## config.mk

```make
export PLATFORM = sky130hd
export DESIGN_NAME = terminal_line_editor
export DESIGN_NICKNAME = d
export VERILOG_FILES = /design/src/design/tle_pkg.sv /design/src/design/tle_dpath.sv /design/src/design/tle_ctrl.sv /design/src/design/terminal_line_editor.sv
export SDC_FILE = /design/constraint.sdc
export NUM_CORES = 1
export LEC_CHECK = 0
export BUFFER_PORTS_ARGS = -buffer_cell sky130_fd_sc_hd__buf_2
export CORE_AREA = 2 2 233 235
export CTS_BUF_LIST = sky130_fd_sc_hd__clkbuf_2 sky130_fd_sc_hd__clkbuf_4 sky130_fd_sc_hd__clkbuf_8
export DETAILED_ROUTE_END_ITERATION = 8
export DIE_AREA = 0 0 235 237
export HOLD_SLACK_MARGIN = 0.15
export PLACE_DENSITY = 0.45
export SYNTH_ARGS = -nofsm -noshare
export SYNTH_HDL_FRONTEND = slang
export SYNTH_SLANG_ARGS = --single-unit
```

## constraint.sdc

```tcl
create_clock -name clk -period 7.35 [get_ports clk]
set_input_delay 1.47 -clock clk [delete_from_list [all_inputs] [get_ports clk]]
set_output_delay 1.47 -clock clk [all_outputs]
set_load 0.02 [all_outputs]
```

## src/design/tle_pkg.sv

```systemverilog
// shared types and constants of the terminal line editor
// used by tle_ctrl, tle_dpath, terminal_line_editor and tle_checker
package tle_pkg;

	localparam logic [7:0] CH_ESC = 8'd27;
	localparam logic [7:0] CH_LBR = 8'h5B;
	localparam logic [7:0] CH_UPA = 8'h41;
	localparam logic [7:0] CH_CR  = 8'h0D;
	localparam logic [7:0] CH_LF  = 8'h0A;
	localparam logic [7:0] CH_BS  = 8'h08;
	localparam logic [7:0] CH_SP  = 8'h20;

	localparam logic [1:0] KIND_ECHO = 2'd0;
	localparam logic [1:0] KIND_LINE = 2'd1;
	localparam logic [1:0] KIND_END  = 2'd2;

	typedef enum logic [3:0] {
		S_IDLE,
		S_DECODE,
		S_LF,
		S_SP,
		S_BS2,
		S_RD,
		S_CHK,
		S_END,
		S_FLUSH
	} state_t;

	typedef enum logic [1:0] {
		ESC_IDLE,
		ESC_SEEN,
		ESC_BRKT
	} esc_t;

	typedef enum logic [2:0] {
		SEL_CH,
		SEL_CR,
		SEL_LF,
		SEL_BS,
		SEL_SP,
		SEL_RD,
		SEL_ZERO
	} sel_t;

	typedef enum logic [2:0] {
		CUR_HOLD,
		CUR_INC,
		CUR_DEC,
		CUR_CLR,
		CUR_IDX
	} cur_op_t;

	typedef struct packed {
		logic       capture;
		logic       push;
		logic [1:0] kind;
		sel_t       sel;
		logic       flush;
		logic       wr;
		logic       wr_zero;
		cur_op_t    cur_op;
		logic       idx_clr;
		logic       idx_inc;
		logic       rd;
	} cmd_t;

	typedef struct packed {
		logic is_esc;
		logic is_lbr;
		logic is_upa;
		logic is_cr;
		logic is_bs;
		logic cur_zero;
		logic cur_room;
		logic rd_nz;
		logic idx_lt_cur;
		logic idx_lt_max;
		logic push_ok;
	} sts_t;

endpackage

```

## src/design/tle_dpath.sv

```systemverilog
// datapath of the terminal line editor: line store, cursor, walk index, output staging
// depends on tle_pkg; driven by tle_ctrl
module tle_dpath #(
	parameter int LINE_LEN = 32
) (
	input  logic           clk,
	input  logic           arst_n,
	input  tle_pkg::cmd_t  cmd,
	output tle_pkg::sts_t  sts,
	input  logic [7:0]     s_tdata,
	input  logic           m_tready,
	output logic           m_tvalid,
	output logic [7:0]     m_tdata,   // out_byte
	output logic [1:0]     m_tuser,   // out_kind
	output logic           m_tlast
);

	localparam int CW = $clog2(LINE_LEN);
	localparam logic [CW-1:0] LAST_SLOT = CW'(LINE_LEN - 1);

	logic [7:0]    ch_q;
	logic [CW-1:0] cursor_q;
	logic [CW-1:0] idx_q;
	logic [7:0]    mem [LINE_LEN];
	logic [LINE_LEN-1:0] vld_q;
	logic [7:0]    rd_data_q;
	logic          rd_vld_q;
	logic [7:0]    rd_byte;
	logic          hold_v_q;
	logic [7:0]    hold_byte_q;
	logic [1:0]    hold_kind_q;
	logic          m_valid_q;
	logic [7:0]    m_byte_q;
	logic [1:0]    m_kind_q;
	logic          m_last_q;
	logic [7:0]    push_byte;
	logic          out_free;

	assign rd_byte  = rd_vld_q ? rd_data_q : 8'h00;
	assign out_free = !m_valid_q || m_tready;

	always_comb begin
		unique case (cmd.sel)
			tle_pkg::SEL_CH:   push_byte = ch_q;
			tle_pkg::SEL_CR:   push_byte = tle_pkg::CH_CR;
			tle_pkg::SEL_LF:   push_byte = tle_pkg::CH_LF;
			tle_pkg::SEL_BS:   push_byte = tle_pkg::CH_BS;
			tle_pkg::SEL_SP:   push_byte = tle_pkg::CH_SP;
			tle_pkg::SEL_RD:   push_byte = rd_byte;
			default:           push_byte = 8'h00;
		endcase
	end

	always_comb begin
		sts.is_esc     = (ch_q == tle_pkg::CH_ESC);
		sts.is_lbr     = (ch_q == tle_pkg::CH_LBR);
		sts.is_upa     = (ch_q == tle_pkg::CH_UPA);
		sts.is_cr      = (ch_q == tle_pkg::CH_CR);
		sts.is_bs      = (ch_q == tle_pkg::CH_BS);
		sts.cur_zero   = (cursor_q == '0);
		sts.cur_room   = (cursor_q != LAST_SLOT);
		sts.rd_nz      = (rd_byte != 8'h00);
		sts.idx_lt_cur = (idx_q < cursor_q);
		sts.idx_lt_max = (idx_q != LAST_SLOT);
		sts.push_ok    = !hold_v_q || out_free;
	end

	// received byte
	always_ff @(posedge clk) begin
		if (cmd.capture) begin
			ch_q <= s_tdata;
		end
	end

	// cursor and walk index
	always_ff @(posedge clk or negedge arst_n) begin
		if (!arst_n) begin
			cursor_q <= '0;
			idx_q    <= '0;
		end else begin
			case (cmd.cur_op)
				tle_pkg::CUR_INC: cursor_q <= cursor_q + CW'(1);
				tle_pkg::CUR_DEC: cursor_q <= cursor_q - CW'(1);
				tle_pkg::CUR_CLR: cursor_q <= '0;
				tle_pkg::CUR_IDX: cursor_q <= idx_q;
				default:          cursor_q <= cursor_q;
			endcase
			if (cmd.idx_clr) begin
				idx_q <= '0;
			end else if (cmd.idx_inc) begin
				idx_q <= idx_q + CW'(1);
			end
		end
	end

	// line store, one write port at cursor, one registered read port at idx
	always_ff @(posedge clk) begin
		if (cmd.wr) begin
			mem[cursor_q] <= cmd.wr_zero ? 8'h00 : ch_q;
		end
		if (cmd.rd) begin
			rd_data_q <= mem[idx_q];
		end
	end

	// an entry never written reads as zero
	always_ff @(posedge clk or negedge arst_n) begin
		if (!arst_n) begin
			vld_q    <= '0;
			rd_vld_q <= 1'b0;
		end else begin
			if (cmd.wr) begin
				vld_q[cursor_q] <= 1'b1;
			end
			if (cmd.rd) begin
				rd_vld_q <= vld_q[idx_q];
			end
		end
	end

	// hold stage keeps one beat back so the final one can carry tlast
	always_ff @(posedge clk or negedge arst_n) begin
		if (!arst_n) begin
			hold_v_q  <= 1'b0;
			m_valid_q <= 1'b0;
		end else begin
			if ((cmd.push || cmd.flush) && hold_v_q) begin
				m_valid_q <= 1'b1;
			end else if (m_tready) begin
				m_valid_q <= 1'b0;
			end
			if (cmd.push) begin
				hold_v_q <= 1'b1;
			end else if (cmd.flush) begin
				hold_v_q <= 1'b0;
			end
		end
	end

	always_ff @(posedge clk) begin
		if ((cmd.push || cmd.flush) && hold_v_q) begin
			m_byte_q <= hold_byte_q;
			m_kind_q <= hold_kind_q;
			m_last_q <= cmd.flush;
		end
		if (cmd.push) begin
			hold_byte_q <= push_byte;
			hold_kind_q <= cmd.kind;
		end
	end

	assign m_tvalid = m_valid_q;
	assign m_tdata  = m_byte_q;
	assign m_tuser  = m_kind_q;
	assign m_tlast  = m_last_q;

endmodule

```

## src/design/tle_ctrl.sv

```systemverilog
// controller of the terminal line editor: escape tracking and per-byte sequencing
// depends on tle_pkg; commands tle_dpath
module tle_ctrl (
	input  logic           clk,
	input  logic           arst_n,
	input  logic           s_tvalid,
	output logic           s_tready,
	input  tle_pkg::sts_t  sts,
	output tle_pkg::cmd_t  cmd
);

	tle_pkg::state_t state_q, state_d;
	tle_pkg::esc_t   esc_q, esc_d;
	logic            walk_cr_q, walk_cr_d;
	logic            normal;
	logic            up;
	logic            walk_more;

	always_ff @(posedge clk or negedge arst_n) begin
		if (!arst_n) begin
			state_q   <= tle_pkg::S_IDLE;
			esc_q     <= tle_pkg::ESC_IDLE;
			walk_cr_q <= 1'b0;
		end else begin
			state_q   <= state_d;
			esc_q     <= esc_d;
			walk_cr_q <= walk_cr_d;
		end
	end

	assign walk_more = sts.rd_nz && (walk_cr_q ? sts.idx_lt_cur : sts.idx_lt_max);

	always_comb begin
		state_d   = state_q;
		esc_d     = esc_q;
		walk_cr_d = walk_cr_q;
		cmd       = '0;
		s_tready  = 1'b0;
		normal    = 1'b1;
		up        = 1'b0;
		unique case (state_q)
			tle_pkg::S_IDLE: begin
				s_tready = 1'b1;
				if (s_tvalid) begin
					cmd.capture = 1'b1;
					state_d     = tle_pkg::S_DECODE;
				end
			end
			tle_pkg::S_DECODE: begin
				unique case (esc_q)
					tle_pkg::ESC_IDLE: begin
						if (sts.is_esc) begin
							esc_d  = tle_pkg::ESC_SEEN;
							normal = 1'b0;
						end
					end
					tle_pkg::ESC_SEEN: begin
						if (sts.is_lbr) begin
							esc_d  = tle_pkg::ESC_BRKT;
							normal = 1'b0;
						end else begin
							esc_d = tle_pkg::ESC_IDLE;
						end
					end
					tle_pkg::ESC_BRKT: begin
						esc_d = tle_pkg::ESC_IDLE;
						if (sts.is_upa) begin
							up     = 1'b1;
							normal = 1'b0;
						end
					end
					default: begin
						esc_d = tle_pkg::ESC_IDLE;
					end
				endcase
				if (up) begin
					cmd.idx_clr = 1'b1;
					walk_cr_d   = 1'b0;
					state_d     = tle_pkg::S_RD;
				end else if (!normal) begin
					state_d = tle_pkg::S_IDLE;
				end else if (sts.is_cr) begin
					cmd.push  = 1'b1;
					cmd.kind  = tle_pkg::KIND_ECHO;
					cmd.sel   = tle_pkg::SEL_CR;
					walk_cr_d = 1'b1;
					state_d   = tle_pkg::S_LF;
				end else if (sts.is_bs) begin
					if (sts.cur_zero) begin
						state_d = tle_pkg::S_IDLE;
					end else begin
						cmd.cur_op = tle_pkg::CUR_DEC;
						cmd.push   = 1'b1;
						cmd.kind   = tle_pkg::KIND_ECHO;
						cmd.sel    = tle_pkg::SEL_BS;
						state_d    = tle_pkg::S_SP;
					end
				end else begin
					cmd.push = 1'b1;
					cmd.kind = tle_pkg::KIND_ECHO;
					cmd.sel  = tle_pkg::SEL_CH;
					if (sts.cur_room) begin
						cmd.wr     = 1'b1;
						cmd.cur_op = tle_pkg::CUR_INC;
					end
					state_d = tle_pkg::S_FLUSH;
				end
			end
			tle_pkg::S_LF: begin
				if (sts.push_ok) begin
					cmd.push    = 1'b1;
					cmd.kind    = tle_pkg::KIND_ECHO;
					cmd.sel     = tle_pkg::SEL_LF;
					cmd.wr      = 1'b1;
					cmd.wr_zero = 1'b1;
					cmd.idx_clr = 1'b1;
					state_d     = tle_pkg::S_RD;
				end
			end
			tle_pkg::S_SP: begin
				if (sts.push_ok) begin
					cmd.push = 1'b1;
					cmd.kind = tle_pkg::KIND_ECHO;
					cmd.sel  = tle_pkg::SEL_SP;
					state_d  = tle_pkg::S_BS2;
				end
			end
			tle_pkg::S_BS2: begin
				if (sts.push_ok) begin
					cmd.push = 1'b1;
					cmd.kind = tle_pkg::KIND_ECHO;
					cmd.sel  = tle_pkg::SEL_BS;
					state_d  = tle_pkg::S_FLUSH;
				end
			end
			tle_pkg::S_RD: begin
				cmd.rd  = 1'b1;
				state_d = tle_pkg::S_CHK;
			end
			tle_pkg::S_CHK: begin
				if (walk_more) begin
					if (sts.push_ok) begin
						cmd.push    = 1'b1;
						cmd.kind    = walk_cr_q ? tle_pkg::KIND_LINE : tle_pkg::KIND_ECHO;
						cmd.sel     = tle_pkg::SEL_RD;
						cmd.idx_inc = 1'b1;
						state_d     = tle_pkg::S_RD;
					end
				end else if (walk_cr_q) begin
					state_d = tle_pkg::S_END;
				end else begin
					cmd.cur_op = tle_pkg::CUR_IDX;
					state_d    = tle_pkg::S_FLUSH;
				end
			end
			tle_pkg::S_END: begin
				if (sts.push_ok) begin
					cmd.push   = 1'b1;
					cmd.kind   = tle_pkg::KIND_END;
					cmd.sel    = tle_pkg::SEL_ZERO;
					cmd.cur_op = tle_pkg::CUR_CLR;
					state_d    = tle_pkg::S_FLUSH;
				end
			end
			tle_pkg::S_FLUSH: begin
				if (sts.push_ok) begin
					cmd.flush = 1'b1;
					state_d   = tle_pkg::S_IDLE;
				end
			end
			default: begin
				state_d = tle_pkg::S_IDLE;
			end
		endcase
	end

endmodule

```

## src/design/terminal_line_editor.sv

```systemverilog
// Terminal line editor. Takes one received terminal byte per input beat and answers with a
// run of output beats (echo bytes, finished line bytes, end marker), tlast on the final beat
// of each run; a byte that gives no output (lone escape, escape bracket, backspace on an
// empty line) gives no beat. One byte is handled at a time. Replay (up arrow) and carriage return
// walk the line store through its single registered read port, reading and sending one stored
// byte after the other, and wait while the output side stalls. The line store reads as zero
// from reset on with no clearing pass.
// top level; depends on tle_pkg, tle_ctrl, tle_dpath
module terminal_line_editor #(
	parameter int LINE_LEN = 32
) (
	input  logic       clk,
	input  logic       arst_n,
	input  logic       s_tvalid,
	output logic       s_tready,
	input  logic [7:0] s_tdata,   // rx_byte
	output logic       m_tvalid,
	input  logic       m_tready,
	output logic [7:0] m_tdata,   // out_byte
	output logic [1:0] m_tuser,   // out_kind
	output logic       m_tlast    // last
);

	tle_pkg::cmd_t cmd;
	tle_pkg::sts_t sts;

	tle_ctrl u_ctrl (
		.clk      (clk),
		.arst_n   (arst_n),
		.s_tvalid (s_tvalid),
		.s_tready (s_tready),
		.sts      (sts),
		.cmd      (cmd)
	);

	tle_dpath #(
		.LINE_LEN (LINE_LEN)
	) u_dpath (
		.clk      (clk),
		.arst_n   (arst_n),
		.cmd      (cmd),
		.sts      (sts),
		.s_tdata  (s_tdata),
		.m_tready (m_tready),
		.m_tvalid (m_tvalid),
		.m_tdata  (m_tdata),
		.m_tuser  (m_tuser),
		.m_tlast  (m_tlast)
	);

endmodule

```

==> results of run 1 <==
[per-stage QoR]
| step | total power [W] | hold slack, ps | cells |
|---|---|---|---|
| final | 0.00501 | 417 | 1691 |
| after global routing | 0.00523 | 422 | 1691 |
| after CTS | 0.00507 | 419 | 1690 |
| after detailed placement | 0.00329 | 406 | 1581 |
| after global placement | 0.00329 | 408 | 1581 |
| after floorplan | 0.00298 | 400 | 895 |
[synthesized netlist by cell type, types with 7 or more instances]
cell                       count  area share [%]
sky130_fd_sc_hd__edfxtp_1    293              62
sky130_fd_sc_hd__nor2_1       71             1.9
sky130_fd_sc_hd__nand2_1      56             1.5
sky130_fd_sc_hd__dfrtp_1      52             9.1
sky130_fd_sc_hd__mux4_2       47             7.4
sky130_fd_sc_hd__mux2i_1      46             3.2
sky130_fd_sc_hd__o21ai_0      34             1.2
sky130_fd_sc_hd__a21oi_1      31             1.1
sky130_fd_sc_hd__o221ai_1     25             1.5
sky130_fd_sc_hd__clkbuf_1     24            0.63
sky130_fd_sc_hd__nand3_1      18            0.63
sky130_fd_sc_hd__or2_2        18            0.79
sky130_fd_sc_hd__o21bai_1     17            0.90
sky130_fd_sc_hd__inv_1        13            0.34
sky130_fd_sc_hd__o22ai_1      13            0.57
sky130_fd_sc_hd__buf_2        11            0.39
sky130_fd_sc_hd__nor2b_1      11            0.48
sky130_fd_sc_hd__mux2_2       10            0.79
sky130_fd_sc_hd__and3_1        7            0.31
sky130_fd_sc_hd__ha_1          7            0.61
[power by group]
part           leakage (nW)  switching [W]  internal (W)
logic                  1.36       0.000482      0.000212
clock network         0.630       0.000805      0.000958
registers              3.32       0.000131       0.00242
[registers in the layout (all words and copies together), names as in the netlist, 2 cells and up]
signal	flops
u_dpath.vld_q	32
u_dpath.idx_q	5
u_dpath.ch_q	8
u_dpath.cursor_q	5
u_dpath.hold_byte_q	8
u_dpath.m_tuser	2
u_ctrl.esc_q	2
u_dpath.mem	256
u_dpath.m_tdata	8
u_dpath.hold_kind_q	2
u_ctrl.state_q	4
u_dpath.rd_data_q	8
[logic make-up (layout without fill, tap and decap cells)]
logic type,count (synthesis),in the layout
simple gates,217,217
xor+xnor,9,9
mux,103,103
buf+inv,62,161
fa+ha+maj,7,7
other cells,0,1
flops,345,345
compound gates,152,152
[path summary, 6_finish.rpt]
kind                                   startpoint                  end  slack [ps]
max                                      m_tready    u_dpath.mem[8][2]        3440
min                        u_dpath.hold_kind_q[1]   u_dpath.m_tuser[1]         420
max reg2reg                     u_ctrl.state_q[0]   u_dpath.mem[15][3]        3790
min reg2reg                u_dpath.hold_kind_q[1]   u_dpath.m_tuser[1]         420
max in group asynchronous                  arst_n     u_dpath.idx_q[0]        5640
min in group asynchronous                  arst_n  u_dpath.cursor_q[1]         700
[layer usage]
metal / routed length (um) / track usage, % / vias to the layer above
met5: 0 / 0 / -
met4: 1270 / 5.98 / 0
met3: 1680 / 2.26 / 67
met2: 17200 / 21.0 / 234
met1: 17500 / 18.8 / 4128
li1: - / - / 3613
[cell type report]
type                            instances  area (um^2)  area share [%]
Sequential cell                       345        10100            61.8
Multi-Input combinational cell        488         3890            23.8
Clock buffer                           72          903            5.53
Tap cell                              696          871            5.33
Clock inverter                         37          292            1.78
Timing Repair Buffer                   39          233            1.42
Inverter                               13         48.8           0.299
Antenna cell                            1         2.50          0.0153
==> metrics.json, run 1 <==
{
  "clock_tree_from_tritoncts": "yes",
  "ys_dominant_reg_cell": "sky130_fd_sc_hd__edfxtp_1",
  "power_per_cell_area_nw_per_um2": 306,
  "cp_num_cells": 8,
  "number_of_placement_rows": 85,
  "layout_worst_path_cycle_share_pct": 53.2,
  "hpwl_mm": 23.3,
  "die-area_um2": 55700,
  "drcViolationCount": 0,
  "placement.setup.worst_slack_ps": 2680,
  "path_max_fanout": 16,
  "placed_area_um2": 15100,
  "tightestPinTransition_ps": 968,
  "routedWlPerCell_um": 22.3,
  "fraction_of_the_mapped_netlist_area_in_simple_logic_gates_pct": 7.42,
  "place.port_buffers": 24,
  "post_syn_instances": 895,
  "firstDrtPassIters": 5,
  "synth-compound-area-share_pct": 7.12,
  "path_delay_family": "simple AND/OR/NAND/NOR gates",
  "timing.setup.critical_path_class": "in2reg",
  "finalNetCount": 964,
  "cts-root-to-sink-buffers": 3,
  "cp_data_required_time_ps": 7660,
  "pin_count_of_the_biggest_net_entering_global_routing": 55,
  "core_um2": 53300,
  "timing.final.max_slew_violations": 0,
  "clk_root_buffer_cell": "sky130_fd_sc_hd__clkbuf_8",
  "fin_area_um2": 16300,
  "ys_seq_elements": 345,
  "rsz0062_at_grt": "no",
  "asyncSetResetFlopFracSynth_pct": 15.1,
  "vdd.ir_drop.worst_uv": 144,
  "clk_latency_ps": 680,
  "area_growth_syn_to_layout_pct": 14.7,
  "wirelength_mm": 37.6,
  "yosysSeqAreaShare_pct": 70.9,
  "max_cap_violations": 0,
  "crit_buf_inv": 1,
  "slew-limit-headroom_pct": 35.3,
  "synth_mux_area_share_pct": 11.5,
  "netlist_area_um2": 14200,
  "timing.critical_path.slowest_cell_delay_ps": 800,
  "status": "finished clean",
  "tritoncts.num_buffers": 58,
  "grt_pass1_vias": 8341,
  "kind_of_launch_point_of_the_worst_setup_path": "input port",
  "slowest_stage": "sky130_fd_sc_hd__nor2_1",
  "grt_remaining_overflow": 0,
  "num_vias": 8042,
  "syn_nets": 914,
  "post_synth_fa_ha_maj_area_fraction_pct": 0.615,
  "finalSetupViolations": 0,
  "synth_enable_flop_cells": 293,
  "ff2ff_path_depth": 6,
  "final_common_cell": "sky130_fd_sc_hd__edfxtp_1",
  "cts_resized": 0,
  "dr.first_iter.drc_count": 582,
  "antenna_found_initial": 1,
  "crit_chain": "buf_2 -> and3b_1 -> nor2_1 -> and3_1 -> nor2_1 -> nor2_1 -> nand2_1 -> nor2_1",
  "min_path_cells": 0,
  "cp_arrival_ps": 4220,
  "post-route-min-period_ps": 3910,
  "synth_top_family_by_area": "multiplexers",
  "floorplan.die.height_um": 237,
  "layout_common_cells": "sky130_fd_sc_hd__edfxtp_1 (293), sky130_fd_sc_hd__nor2_1 (70), sky130_fd_sc_hd__clkbuf_8 (58), sky130_fd_sc_hd__nand2_1 (56), sky130_fd_sc_hd__dfrtp_1 (50)",
  "tns_ps": 0,
  "max_clock_freq_ghz": 0.256,
  "htree_num_levels": 2,
  "post_synth_xor_area_fraction_pct": 0.553,
  "cp_common_cell": "sky130_fd_sc_hd__nor2_1",
  "worst_slack_ps": 3440,
  "layout.filler_cells": 5229,
  "synth_cell_types": 59,
  "place_congestion": 0.802,
  "boundaryPins": 25,
  "viasPerCell": 4.76,
  "syn_area_per_cell_um2": 15.9,
  "initial_utilization_pct": 26.7,
  "yosys_warnings": 0,
  "cts_sinks": 345,
  "total_setup_buffers_inserted_after_cts": 0,
  "cts-hold-fix-buffers": 0,
  "ant_nets": 0,
  "hold_viol_final": 0,
  "grt_pass1_wl_mm": 56.2,
  "clock_skew_ps": 45.0,
  "dieWidth_um": 235,
  "utilization_pct": 30.7,
  "drive_above_1_share_pct": 22.3,
  "critPathCaptureType": "flop",
  "grt.total_usage_pct": 13.6,
  "clk_pin_slew_worst_paths_ps": 60,
  "leakage_nw": 5.31,
  "worstHoldPathType": "reg2reg"
}
Power figures use the tool's default switching activity.
==> run 2, diff against run 1 <==
- PLACE_DENSITY: 0.45 -> 0.46
- clock period: 7.35 -> 3.2 ns (I/O delays scaled with it)
==> run 2 against run 1 <==
Sequential power rose by 130%. Total power rose by 120%. Core utilization rose by 0.77 points. Via count up 0.71%. Wire length shrank 6.5%. Critical path type is now reg2reg.
==> metrics.json, run 2 (synthesis gave the netlist of run 1 again) <==
{
  "layout_worst_path_cycle_share_pct": 87.7,
  "place_congestion": {"value": 0.803, "change": "was 0.802"},
  "drive_above_1_share": {"value": 26.1, "unit": "%", "change": "was 22.3%"},
  "wl_met2": {"value": 16.6, "unit": "mm", "change": "was 17.2 mm"},
  "status": {"value": "finished clean", "change": "unchanged"},
  "post-route-min-period_ps": 2810,
  "core": {"value": 53300, "unit": "um^2", "change": "unchanged"},
  "wl_met1": {"value": 16.0, "unit": "mm", "change": "was 17.5 mm"},
  "layout.filler_cells": {"value": 5228, "change": "was 5229"},
  "area_growth_syn_to_layout": {"value": 17.6, "unit": "%", "change": "was 14.7%"},
  "floorplan.die.height": {"value": 237, "unit": "um", "change": "unchanged"},
  "number_of_placement_rows": {"value": 85, "change": "unchanged"},
  "cp_arrival": {"value": 3070, "unit": "ps", "change": "was 4220 ps"},
  "antenna_found_initial": {"value": 4, "change": "was 1"},
  "cts_sinks": {"value": 345, "change": "unchanged"},
  "worstHoldPathType": {"value": "in2reg", "change": "was reg2reg"},
  "timing.setup.critical_path_class": {"value": "reg2reg", "change": "was in2reg"},
  "critPathCaptureType": {"value": "flop", "change": "unchanged"},
  "cts_resized": {"value": 0, "change": "unchanged"},
  "die-area": {"value": 55700, "unit": "um^2", "change": "unchanged"},
  "firstDrtPassIters": {"value": 5, "change": "unchanged"},
  "tightestPinTransition": {"value": 798, "unit": "ps", "change": "was 968 ps"},
  "grt_pass1_vias": {"value": 8380, "change": "was 8341"},
  "power_per_cell_area": {"value": 668, "unit": "nW/um^2", "change": "was 306 nW/um^2"},
  "cts-root-to-sink-buffers": {"value": 3, "change": "unchanged"},
  "rsz0062_at_grt": {"value": "no", "change": "unchanged"},
  "top_regs": {"value": "u_dpath.mem (256), u_dpath.vld_q (32)", "change": "unchanged"},
  "clk_pin_slew_worst_paths": {"value": 60, "unit": "ps", "change": "about the same"},
  "vdd.ir_drop.worst": {"value": 266, "unit": "uV", "change": "was 144 uV"},
  "layout_common_cells": {"value": "sky130_fd_sc_hd__edfxtp_1 (293), sky130_fd_sc_hd__nor2_1 (70), sky130_fd_sc_hd__buf_4 (65), sky130_fd_sc_hd__clkbuf_8 (58), sky130_fd_sc_hd__nand2_1 (56)", "change": "was sky130_fd_sc_hd__edfxtp_1 (293), sky130_fd_sc_hd__nor2_1 (70), sky130_fd_sc_hd__clkbuf_8 (58), sky130_fd_sc_hd__nand2_1 (56), sky130_fd_sc_hd__dfrtp_1 (50)"},
  "placement.setup.worst_slack": {"value": 234, "unit": "ps", "change": "was 2680 ps"},
  "dr_wl_met3": {"value": 1.38, "unit": "mm", "change": "was 1.68 mm"},
  "finalSetupViolations": {"value": 0, "change": "unchanged"},
  "clk_root_buffer_cell": {"value": "sky130_fd_sc_hd__clkbuf_8", "change": "unchanged"},
  "tritoncts.num_buffers": {"value": 58, "change": "unchanged"},
  "dieWidth": {"value": 235, "unit": "um", "change": "unchanged"},
  "top_signal_layer_used": {"value": "met4", "change": "unchanged"},
  "slew-limit-headroom": {"value": 46.6, "unit": "%", "change": "was 35.3%"},
  "placed_area": {"value": 15600, "unit": "um^2", "change": "was 15100 um^2"},
  "cp_data_required_time": {"value": 3470, "unit": "ps", "change": "was 7660 ps"},
  "grt_remaining_overflow": {"value": 0, "change": "unchanged"},
  "pin_count_of_the_biggest_net_entering_global_routing": {"value": 44, "change": "was 55"},
  "fin_area": {"value": 16800, "unit": "um^2", "change": "was 16300 um^2"},
  "htree_num_levels": {"value": 2, "change": "unchanged"},
  "num_vias": {"value": 8099, "change": "was 8042"},
  "wirelength": {"value": 35.2, "unit": "mm", "change": "was 37.6 mm"},
  "largest_reg_by_ff_count": {"value": "u_dpath.mem", "change": "unchanged"},
  "tns": {"value": 0, "unit": "ps", "change": "unchanged"},
  "dr.first_iter.drc_count": {"value": 658, "change": "was 582"},
  "max_cap_violations": {"value": 0, "change": "unchanged"},
  "finalNetCount": {"value": 1024, "change": "was 964"},
  "boundaryPins": {"value": 25, "change": "unchanged"},
  "largest_reg_flops": {"value": 256, "change": "unchanged"},
  "cts-hold-fix-buffers": {"value": 8, "change": "was 0"},
  "clk_latency": {"value": 640, "unit": "ps", "change": "was 680 ps"},
  "clock_tree_from_tritoncts": {"value": "yes", "change": "unchanged"},
  "drcViolationCount": {"value": 0, "change": "unchanged"},
  "hold_viol_final": {"value": 0, "change": "unchanged"},
  "grt.total_usage": {"value": 12.8, "unit": "%", "change": "was 13.6%"},
  "worst_slack": {"value": 392, "unit": "ps", "change": "was 3440 ps"},
  "path_max_fanout": {"value": 9, "change": "was 16"},
  "clock_skew": {"value": 32.3, "unit": "ps", "change": "was 45.0 ps"},
  "routedWlPerCell": {"value": 20.2, "unit": "um", "change": "was 22.3 um"},
  "kind_of_launch_point_of_the_worst_setup_path": {"value": "flop", "change": "was input port"},
  "viasPerCell": {"value": 4.64, "change": "was 4.76"},
  "hpwl": {"value": 22.3, "unit": "mm", "change": "was 23.3 mm"},
  "leakage": {"value": 5.59, "unit": "nW", "change": "was 5.31 nW"},
  "max_clock_freq_ghz": 0.356,
  "timing.final.max_slew_violations": {"value": 0, "change": "unchanged"},
  "total_setup_buffers_inserted_after_cts": {"value": 0, "change": "unchanged"},
  "ant_nets": {"value": 0, "change": "unchanged"},
  "grt_pass1_wl": {"value": 53.3, "unit": "mm", "change": "was 56.2 mm"},
  "place.port_buffers": {"value": 24, "change": "unchanged"},
  "final_common_cell": {"value": "sky130_fd_sc_hd__edfxtp_1", "change": "unchanged"},
  "initial_utilization": {"value": 26.7, "unit": "%", "change": "unchanged"}
}
## run 2: cell types whose count changed in the layout (fill, tap and decap cells not counted), sizes merged
cell	previous run	this run
buf	39	91
clkinv	31	21
dlygate4sd3	0	8
clkbuf	72	78
bufinv	4	1
inv	14	16
## run 2: power breakdown
group,internal (W),leakage (nW),switching (W),total [W]
clock network,0.00201,0.591,0.00175,0.00376
registers,0.00555,3.32,0.000237,0.00579
logic,0.000545,1.68,0.00110,0.00165
total,0.00811,5.59,0.00308,0.0112
## run 2: final timing paths
path,startpoint,to,slack [ps],cells after the start
worst min-delay path,s_tdata[5],u_dpath.ch_q[5],200,1
worst max register to register,u_dpath.ch_q[0],u_dpath.mem[29][4],390,5
worst min register to register,u_dpath.hold_kind_q[0],u_dpath.m_tuser[0],420,0
max in group asynchronous,arst_n,u_dpath.vld_q[28],2160,3
min in group asynchronous,arst_n,u_dpath.idx_q[0],380,2
worst max-delay path,u_dpath.ch_q[0],u_dpath.mem[29][4],390,5
## run 2: area by class of cell
cell class,count,area [um^2],area share (%)
sequential,345,10100,60.3
tap,696,871,5.20
multi-input combinational,488,3890,23.2
antenna,1,2.50,0.0149
inverter,13,48.8,0.291
clock inverter,26,160,0.956
clock buffer,78,948,5.66
timing repair buffer,99,728,4.35
## run 2: critical path, stage by stage, from the launching register on
cell,delay [ps]
sky130_fd_sc_hd__edfxtp_1,510
sky130_fd_sc_hd__xnor2_1,180
sky130_fd_sc_hd__and3_1,210
sky130_fd_sc_hd__a211oi_2,460
sky130_fd_sc_hd__o211ai_2,360
sky130_fd_sc_hd__nor2_1,720
## run 2: layer usage
layer	global-route usage, %	vias to the layer above
li1	-	3725
met1	16.9	4108
met2	20.6	191
met3	2.01	75
met4	5.75	0
met5	0	-
## run 2: stage by stage
| step | instances | hold WS [ps] | power (W) | util [%] |
|---|---|---|---|---|
| 2_1_floorplan | 895 | 344 | 0.00684 | - |
| 4_1_cts | 1745 | 151 | 0.0113 | 31.4 |
| 5_1_grt | 1746 | 170 | 0.0117 | 31.4 |
| 3_5_place_dp | 1633 | 405 | 0.00753 | 29.2 |
| 6_report | 1746 | 201 | 0.0112 | 31.4 |
| 3_3_place_gp | 1633 | 406 | 0.00753 | 29.2 |
==> run 3, diff against run 2 <==
- CORE_AREA: 2 2 233 235 -> 5 5 236 238
- DIE_AREA: 0 0 235 237 -> 0 0 241 243
==> run 3 against run 2 <==
First-iteration DRC count down 12%. Die area up 5.1%. Clock skew decreased by 5.9 ps. Via count rose by 0.73%. Sequential power about the same. Largest cell class unchanged. Design area grew 0.74%. Critical path depth increased by 1. Clock power rose by 4%.
==> metrics.json, run 3 (synthesis gave the netlist of run 1 again) <==
{
  "status": {"value": "finished clean", "change": "unchanged"},
  "numPlacedInstances": {"value": 1636, "change": "was 1633"},
  "max_cap_violations": {"value": 0, "change": "unchanged"},
  "grt_remaining_overflow": {"value": 0, "change": "unchanged"},
  "p_comb_share": {"value": 14.7, "unit": "%", "change": "about the same"},
  "place.port_buffers": {"value": 24, "change": "unchanged"},
  "drive_above_1_share": {"value": 26.7, "unit": "%", "change": "was 26.1%"},
  "fin_hold_ws": {"value": 374, "unit": "ps", "change": "was 201 ps"},
  "initial_utilization": {"value": 26.7, "unit": "%", "change": "about the same"},
  "viasPerCell": {"value": 4.65, "change": "was 4.64"},
  "die-area": {"value": 58600, "unit": "um^2", "change": "was 55700 um^2"},
  "largest_reg_by_ff_count": {"value": "u_dpath.mem", "change": "unchanged"},
  "tns": {"value": 0, "unit": "ps", "change": "unchanged"},
  "clk_root_buffer_cell": {"value": "sky130_fd_sc_hd__clkbuf_8", "change": "unchanged"},
  "layout_worst_path_cycle_share": {"value": 87.0, "unit": "%", "change": "was 87.7%"},
  "layout.filler_cells": {"value": 5335, "change": "was 5228"},
  "cp_arrival": {"value": 3020, "unit": "ps", "change": "was 3070 ps"},
  "rsz0062_at_grt": {"value": "no", "change": "unchanged"},
  "finalNetCount": {"value": 1028, "change": "was 1024"},
  "worst_r2r_startpoint": {"value": "u_ctrl.state_q[0]", "change": "was u_dpath.ch_q[0]"},
  "antenna_found_initial": {"value": 1, "change": "was 4"},
  "placement.setup.worst_slack": {"value": 332, "unit": "ps", "change": "was 234 ps"},
  "share_seq_of_total_power": {"value": 50.9, "unit": "%", "change": "was 51.7%"},
  "kind_of_launch_point_of_the_worst_setup_path": {"value": "flop", "change": "unchanged"},
  "max_clock_freq": {"value": 0.359, "unit": "GHz", "change": "was 0.356 GHz"},
  "slew-limit-headroom": {"value": 34.6, "unit": "%", "change": "was 46.6%"},
  "clock_skew": {"value": 26.4, "unit": "ps", "change": "was 32.3 ps"},
  "top_regs": {"value": "u_dpath.mem (256), u_dpath.vld_q (32)", "change": "unchanged"},
  "largest_reg_flops": {"value": 256, "change": "unchanged"},
  "htree_num_levels": {"value": 2, "change": "unchanged"},
  "ff2ff_path_depth": {"value": 6, "change": "was 5"},
  "routedWlPerCell": {"value": 20.5, "unit": "um", "change": "was 20.2 um"},
  "clk_latency": {"value": 630, "unit": "ps", "change": "was 640 ps"},
  "number_of_placement_rows": {"value": 85, "change": "unchanged"},
  "path_max_fanout": {"value": 9, "change": "unchanged"},
  "worstHoldPathType": {"value": "in2reg", "change": "unchanged"},
  "worstHoldEndpoint": {"value": "u_dpath.m_tvalid", "change": "was u_dpath.ch_q[5]"},
  "timing.setup.critical_path_class": {"value": "reg2reg", "change": "unchanged"},
  "dr.first_iter.drc_count": {"value": 578, "change": "was 658"},
  "hpwl": {"value": 23.2, "unit": "mm", "change": "was 22.3 mm"},
  "timing.final.max_slew_violations": {"value": 0, "change": "unchanged"},
  "ant_nets": {"value": 0, "change": "unchanged"},
  "boundaryPins": {"value": 25, "change": "unchanged"},
  "clock_tree_from_tritoncts": {"value": "yes", "change": "unchanged"},
  "worst_slack": {"value": 415, "unit": "ps", "change": "was 392 ps"},
  "firstDrtPassIters": {"value": 5, "change": "unchanged"},
  "power_switching": {"value": 0.00311, "unit": "W", "change": "was 0.00308 W"},
  "min_path_cells": {"value": 3, "change": "was 1"},
  "vdd.ir_drop.worst": {"value": 309, "unit": "uV", "change": "was 266 uV"},
  "pwr-share-clk": {"value": 34.4, "unit": "%", "change": "was 33.6%"},
  "finalSetupViolations": {"value": 0, "change": "unchanged"},
  "drcViolationCount": {"value": 0, "change": "unchanged"},
  "pin_count_of_the_biggest_net_entering_global_routing": {"value": 50, "change": "was 44"},
  "cp_data_required_time": {"value": 3440, "unit": "ps", "change": "was 3470 ps"},
  "instances_no_fill": {"value": 1755, "change": "was 1746"},
  "floorplan.die.height": {"value": 243, "unit": "um", "change": "was 237 um"},
  "post-route-min-period": {"value": 2780, "unit": "ps", "change": "was 2810 ps"},
  "area_growth_syn_to_layout": {"value": 18.5, "unit": "%", "change": "was 17.6%"},
  "swShare": {"value": 27.3, "unit": "%", "change": "was 27.5%"},
  "leakage": {"value": 5.64, "unit": "nW", "change": "was 5.59 nW"},
  "grt.total_usage": {"value": 12.3, "unit": "%", "change": "was 12.8%"},
  "cellInternalPower": {"value": 0.00829, "unit": "W", "change": "was 0.00811 W"},
  "clk_pin_slew_worst_paths": {"value": 60, "unit": "ps", "change": "about the same"},
  "grt_pass1_vias": {"value": 8761, "change": "was 8380"},
  "final_common_cell": {"value": "sky130_fd_sc_hd__edfxtp_1", "change": "unchanged"},
  "tritoncts.num_buffers": {"value": 58, "change": "unchanged"},
  "worst_case_register_to_register_setup_slack": {"value": 420, "unit": "ps", "change": "was 390 ps"},
  "hold_viol_final": {"value": 0, "change": "unchanged"},
  "num_vias": {"value": 8158, "change": "was 8099"},
  "cts-root-to-sink-buffers": {"value": 3, "change": "unchanged"},
  "critPathCaptureType": {"value": "flop", "change": "unchanged"},
  "cts_sinks": {"value": 345, "change": "unchanged"},
  "wirelength": {"value": 36.0, "unit": "mm", "change": "was 35.2 mm"},
  "core": {"value": 53400, "unit": "um^2", "change": "was 53300 um^2"},
  "dieWidth": {"value": 241, "unit": "um", "change": "was 235 um"},
  "place_congestion": {"value": 0.849, "change": "was 0.803"},
  "power_per_cell_area": {"value": 676, "unit": "nW/um^2", "change": "was 668 nW/um^2"},
  "hold_path.startpoint": {"value": "m_tready", "change": "was s_tdata[5]"},
  "power": {"value": 0.0114, "unit": "W", "change": "was 0.0112 W"},
  "tightestPinTransition": {"value": 978, "unit": "ps", "change": "was 798 ps"},
  "grt_pass1_wl": {"value": 55.3, "unit": "mm", "change": "was 53.3 mm"},
  "layout_common_cells": {"value": "sky130_fd_sc_hd__edfxtp_1 (293), sky130_fd_sc_hd__nor2_1 (70), sky130_fd_sc_hd__buf_4 (66), sky130_fd_sc_hd__clkbuf_8 (64), sky130_fd_sc_hd__nand2_1 (56)", "change": "was sky130_fd_sc_hd__edfxtp_1 (293), sky130_fd_sc_hd__nor2_1 (70), sky130_fd_sc_hd__buf_4 (65), sky130_fd_sc_hd__clkbuf_8 (58), sky130_fd_sc_hd__nand2_1 (56)"},
  "reg2reg_to": {"value": "u_dpath.mem[5][5]", "change": "was u_dpath.mem[29][4]"}
}
-- run 3: layout make-up --
cell class	count	area, um^2	share of cell area (%)
antenna	2	5.00	0.0297
sequential	345	10100	59.9
tap	696	871	5.16
clock inverter	23	134	0.793
timing repair buffer	103	786	4.66
multi-input combinational	488	3890	23.0
inverter	13	48.8	0.289
clock buffer	85	1040	6.15
-- run 3: per-layer routing --
layer	track usage (%)	routed length, um
met1	17.2	16600
met2	19.4	17200
met3	2.13	1260
met4	4.46	914
met5	0	0
-- run 3: power groups by stage --
stage | Sequential, W | Clock [W] | Combinational (W)
after floorplan | 0.00588 | 0 | 0.000969
after global placement | 0.00588 | 0 | 0.00169
after detailed placement | 0.00590 | 0 | 0.00169
after CTS | 0.00581 | 0.00408 | 0.00170
after global routing | 0.00586 | 0.00428 | 0.00184
final | 0.00581 | 0.00392 | 0.00167
-- run 3: how the worst max path moves through the flow --
stage                      startpoint                     end  depth (start not counted)
floorplan                    m_tready      u_dpath.mem[28][0]                         10
global placement             m_tready  u_dpath.hold_byte_q[3]                          9
detailed placement           m_tready  u_dpath.hold_byte_q[3]                          9
CTS                 u_ctrl.state_q[1]                s_tready                          3
global route        u_ctrl.state_q[0]       u_dpath.mem[5][6]                          6
finish              u_ctrl.state_q[0]       u_dpath.mem[5][5]                          6
-- run 3: stage by stage --
| step | util [%] | area (um^2) |
|---|---|---|
| 6_report | 31.6 | 16900 |
| 5_1_grt | 31.6 | 16900 |
| 4_1_cts | 31.6 | 16900 |
| 3_5_place_dp | 29.2 | 15600 |
| 3_3_place_gp | 29.2 | 15600 |
| 2_1_floorplan | - | 14200 |
-- run 3: repair_timing --
item / CTS / global route
endpoints found under the hold margin: 37 / 0
gates resized for setup: 0 / 0
buffers inserted: 0 / 0
hold buffers: 9 / 0
-- run 3: worst max-delay path: stages (launching register included) --
cell and delay (ps):
sky130_fd_sc_hd__dfrtp_1 360, sky130_fd_sc_hd__nor2b_1 320, sky130_fd_sc_hd__nand2_1 220, sky130_fd_sc_hd__a211oi_2 410, sky130_fd_sc_hd__o211ai_2 110, sky130_fd_sc_hd__buf_4 210, sky130_fd_sc_hd__nor2_1 760
